## config.mk

```make
export PLATFORM = sky130hd
export DESIGN_NAME = qte_queue
export DESIGN_NICKNAME = d
export VERILOG_FILES = /design/src/sv/qte_pkg.sv /design/src/sv/qte_queue.sv
export SDC_FILE = /design/constraint.sdc
export NUM_CORES = 2
export LEC_CHECK = 0
export BUFFER_PORTS_ARGS = -buffer_cell sky130_fd_sc_hd__buf_2
export CAP_MARGIN = 20
export CORE_ASPECT_RATIO = 2
export CORE_MARGIN = 2
export CORE_UTILIZATION = 50
export CTS_CLUSTER_SIZE = 16
export DETAILED_ROUTE_END_ITERATION = 8
export GPL_TIMING_DRIVEN = 0
export PLACE_DENSITY = 0.68
export SYNTH_ARGS = -nofsm -noshare
export SYNTH_HDL_FRONTEND = slang
export SYNTH_SLANG_ARGS = --single-unit
```

## constraint.sdc

```tcl
create_clock -name clk -period 58 [get_ports clk]
set_clock_uncertainty 0.1 [all_clocks]
set_input_delay 11.6 -clock clk [delete_from_list [all_inputs] [get_ports clk]]
set_output_delay 11.6 -clock clk [all_outputs]
set_load 0.02 [all_outputs]
```

## src/sv/qte_pkg.sv

```systemverilog
package qte_pkg;

    // Field widths of the external requests and results.
    localparam int QUAT_WIDTH  = 16;
    localparam int ANGLE_WIDTH = 16;

    // Internal datapath widths.
    localparam int COMP_W   = 16;   // component after input reduction
    localparam int PROD_W   = 32;   // one component product
    localparam int SUM_W    = 35;   // matrix entry before block scaling
    localparam int ENTRY_W  = 32;   // matrix entry after block scaling
    localparam int NORM_W   = 30;   // squared norm after block scaling
    localparam int ROOT_W   = 30;   // square root of the column magnitude
    localparam int SQ_W     = 62;   // squared magnitude and root remainder
    localparam int TURN_W   = 32;   // CORDIC angle accumulator, 2^32 is one turn
    localparam int CORDIC_W = 36;   // CORDIC x and y registers
    localparam int CORDIC_STEPS = 30;
    localparam int RATIO_W  = 20;

    // Front pipeline depth and decoupling queue size.
    localparam int FRONT_STAGES = 3;
    localparam int QUEUE_DEPTH  = 8;

    // Gimbal lock is declared when sy * 10^6 < n.
    localparam logic [RATIO_W-1:0] SINGULAR_RATIO = 20'd1000000;

    localparam logic [TURN_W-1:0] HALF_TURN = 32'h8000_0000;

    // atan(2^-i) in units of 2^-32 turn, rounded to nearest.
    localparam logic [TURN_W-1:0] ATAN_TAB [CORDIC_STEPS] = '{
        32'd536870912, 32'd316933406, 32'd167458907, 32'd85004756, 32'd42667331,
        32'd21354465,  32'd10679838,  32'd5340245,   32'd2670163,  32'd1335087,
        32'd667544,    32'd333772,    32'd166886,    32'd83443,    32'd41722,
        32'd20861,     32'd10430,     32'd5215,      32'd2608,     32'd1304,
        32'd652,       32'd326,       32'd163,       32'd81,       32'd41,
        32'd20,        32'd10,        32'd5,         32'd3,        32'd1
    };

    typedef struct packed {
        logic signed [QUAT_WIDTH-1:0] quat_w;
        logic signed [QUAT_WIDTH-1:0] quat_x;
        logic signed [QUAT_WIDTH-1:0] quat_y;
        logic signed [QUAT_WIDTH-1:0] quat_z;
    } quat_req_t;

    typedef struct packed {
        logic signed [ANGLE_WIDTH-1:0] roll_angle;
        logic signed [ANGLE_WIDTH-1:0] pitch_angle;
        logic signed [ANGLE_WIDTH-1:0] yaw_angle;
        logic                          singular;
    } euler_res_t;

    // Block-scaled rotation matrix entries passed from front to back.
    typedef struct packed {
        logic [NORM_W-1:0]         norm;
        logic signed [ENTRY_W-1:0] r00;
        logic signed [ENTRY_W-1:0] r11;
        logic signed [ENTRY_W-1:0] r22;
        logic signed [ENTRY_W-1:0] r10;
        logic signed [ENTRY_W-1:0] r20;
        logic signed [ENTRY_W-1:0] r21;
        logic signed [ENTRY_W-1:0] r12;
    } matrix_t;

endpackage

```

## src/sv/qte_queue.sv

```systemverilog
module qte_queue
    import qte_pkg::*;
(
    input  logic    clk,
    input  logic    rst_n,
    input  logic    push,
    input  matrix_t push_data,
    output logic    pop,
    output matrix_t pop_data,
    output logic    busy
);

    localparam int PTR_W = $clog2(QUEUE_DEPTH);

    matrix_t            entry_reg [QUEUE_DEPTH];
    logic [PTR_W-1:0]   wr_ptr_reg, rd_ptr_reg;
    logic [PTR_W:0]     count_reg, count_next;

    // The back end drains one entry every cycle that one is present.
    assign pop      = (count_reg != '0);
    assign pop_data = entry_reg[rd_ptr_reg];

    // Stop new requests while the front pipeline could overfill the queue.
    assign busy = (count_reg >= (PTR_W+1)'(QUEUE_DEPTH - FRONT_STAGES));

    always_comb
    begin
        count_next = count_reg;
        if (push && !pop)
            count_next = count_reg + 1'b1;
        else if (!push && pop)
            count_next = count_reg - 1'b1;
    end

    always_ff @(posedge clk or negedge rst_n)
    begin
        if (!rst_n)
        begin
            wr_ptr_reg <= '0;
            rd_ptr_reg <= '0;
            count_reg  <= '0;
        end
        else
        begin
            if (push)
                wr_ptr_reg <= wr_ptr_reg + 1'b1;
            if (pop)
                rd_ptr_reg <= rd_ptr_reg + 1'b1;
            count_reg <= count_next;
        end
    end

    always_ff @(posedge clk)
    begin
        if (push)
            entry_reg[wr_ptr_reg] <= push_data;
    end

endmodule

```

==> metrics <==
Yosys Warn Count 0; clock group share of total power 24.7%; GRT Residual Overflow 0; Clock Sinks between 2000 and 2500; FF+latch count, synth 2042; post_cts resized 0; postcts setup bufs 0; startpoint types flop; global-route wire length before repair around 250000 µm; Synth-to-Final Area Change 17.3%; Peak Freq about 65 MHz; Post-synth ARST share 0.490%; initial core utilization 50.2%; P_leak ~29 nW; RSZ-0062 raised after global routing no; WS Path Type flop to output port; CTS H-tree depth 4; final hold viol count 0; Post-Syn Area between 0.07 and 0.08 mm²; non-filler cells, final 6036; initial DRC count 2602; WL/cell 28.0 µm; worst slew pin tran just over 1 ns; GRT Total Usage a little over a fifth; die height around 560 µm; number of enable flip-flop cells after synthesis around 2000; worst skew pair latency approximately 0.80 ns; worst min-delay path class flop to flop; most frequent cells in the layout edfxtp_1, buf_2, mux4_2; CTS tree built; most used flip-flop cell after synthesis edfxtp_1; Slew HR between 30% and 40%; row count 203; drt via density roughly 5.7; largest area contributor in the netlist edfxtp_1; Netlist cell types 27; Area contributors post-synth edfxtp_1, mux4_2, mux2_2; crit end category output port; min Tclk post-route 15.45 ns; max-cap viol count 0; sequential power share approximately two fifths; vias in the first global route 36900; Final Setup Violations 0; Int Power 3.18 mW; DRT antenna net count 0; largest net degree at the start of global routing 26; switching power 1.49 mW; Worst EP required 46.30 ns; I/O Pins between 500 and 600; commonest non-fill, non-tap cell in the layout edfxtp_1; core area ~0.15 mm²; Pre-Repair DR Iteration Count 6; switching share of power a little under a third; clock transition at the registers of the reported paths roughly 0.070 ns; port bufs just over 500; Cells after DPL 5712; die area roughly 0.16 mm²; status finished clean; share of layout cells above drive strength 1 about 44%; die width 281 µm; Syn Inst Count between 3000 and 4000; syn_nets roughly 3300; total CTS buffers 178; initial antenna violation count 56; Root Buffer clkbuf_16; Max Fanout on Critical Path 10; Detailed Place HPWL around 110000 µm; post-synth top area share between 70 and 80%; fin. max-slew vios 0; Filler cells 10700; RePlAce Congestion between 0.7 and 0.8; DR DRC count 0; deepest clock path buffer count 4; vias approximately 34000; Logic pwr share between 30% and 40%; Setup TNS 0 ns; peak supply drop about 0.038 mV; drt total wl 169000 µm; Synth Area per Inst about 26 µm²; crit share post-route roughly a quarter; arrival time at the worst endpoint 3.75 ns; post-synthesis sequential area ratio 80.0%; PD cells just over 50 mW/mm²; max reg flops 2032; hold buffers post-CTS 0; nets about 4100
-- synth_stat cells, types with 4 or more instances --
master    count
edfxtp_1   2032
mux4_2      508
mux2_2      255
clkbuf_1     74
buf_2        54
buf_6        12
dfrtp_1      10
nand2_1      10
nor2_1        7
ha_1          5
xnor2_1       5
nand2b_1      4
-- metal layers --
layer	global-route usage (%)	part of all wire [%]	up-vias
li1	-	-	14600
met2	37.4	51	1084
met1	26.5	37	18300
met3	6.59	8.6	322
met5	0	0.31	-
met4	5.98	2.6	80
-- critical path: stages (launching register included) --
cell,delay (ns)
dfrtp_1,0.35
clkbuf_1,0.28
clkbuf_1,0.48
buf_8,0.23
clkbuf_1,0.69
mux4_2,0.42
mux2_2,0.28
buf_2,0.18
-- cell type report --
| class | count | area [µm²] | share of cell area (%) |
|---|---|---|---|
| flip-flops and latches | 2042 | 61300 | 68.2 |
| multi-input cells | 814 | 14700 | 16.4 |
| repair buffers | 660 | 5010 | 5.58 |
| clock buffers | 201 | 4580 | 5.10 |
| well taps | 2050 | 2560 | 2.85 |
| clock inverters | 101 | 961 | 1.07 |
| plain buffers | 144 | 706 | 0.785 |
| diodes | 22 | 55.1 | 0.0613 |
| inverters | 2 | 7.51 | 0.00836 |
-- worst paths after layout --
| check | to | depth (start not counted) | slack [ns] | start |
|---|---|---|---|---|
| min in group asynchronous | wr_ptr_reg[2] | 1 | 10.56 | rst_n |
| max in group asynchronous | count_reg[1] | 1 | 47.00 | rst_n |
| hold / removal | wr_ptr_reg[1] | 1 | 0.47 | wr_ptr_reg[1] |
| setup reg to reg | entry_reg[0][132] | 14 | 54.30 | wr_ptr_reg[1] |
| setup / recovery | pop_data[106] | 7 | 42.55 | rd_ptr_reg[1] |
| hold reg to reg | wr_ptr_reg[1] | 1 | 0.47 | wr_ptr_reg[1] |
-- power by group through the flow --
stage / clock network, mW / logic [mW] / registers (mW)
2_1_floorplan: 0 / 1.04 / 2.01
3_3_place_gp: 0 / 1.57 / 2.13
3_5_place_dp: 0 / 1.67 / 1.92
4_1_cts: 1.18 / 1.68 / 1.89
5_1_grt: 1.22 / 1.74 / 1.90
6_report: 1.15 / 1.63 / 1.88
-- metrics by stage --
| stage | power (mW) | util, % | instance area, µm² | hold WS [ns] | setup slack [ns] |
|---|---|---|---|---|---|
| after floorplan | 3.05 | - | 76600 | 0.394 | 27.94 |
| after global placement | 3.71 | 53.6 | 81700 | 0.429 | 9.14 |
| after detailed placement | 3.59 | 55.2 | 84300 | 0.456 | 42.94 |
| after CTS | 4.74 | 58.8 | 89800 | 0.473 | 42.43 |
| after global routing | 4.86 | 58.8 | 89800 | 0.496 | 42.39 |
| final | 4.67 | 58.9 | 89900 | 0.475 | 42.55 |
-- kinds of logic after synthesis --
group           share of synthesized area [%]
buf+inv                                 0.926
fa+ha+maj                              0.0817
xor+xnor                               0.0800
flops                                    80.0
mux                                      18.7
compound gates                         0.0669
simple gates                            0.185
Power figures use the tool's default switching activity.
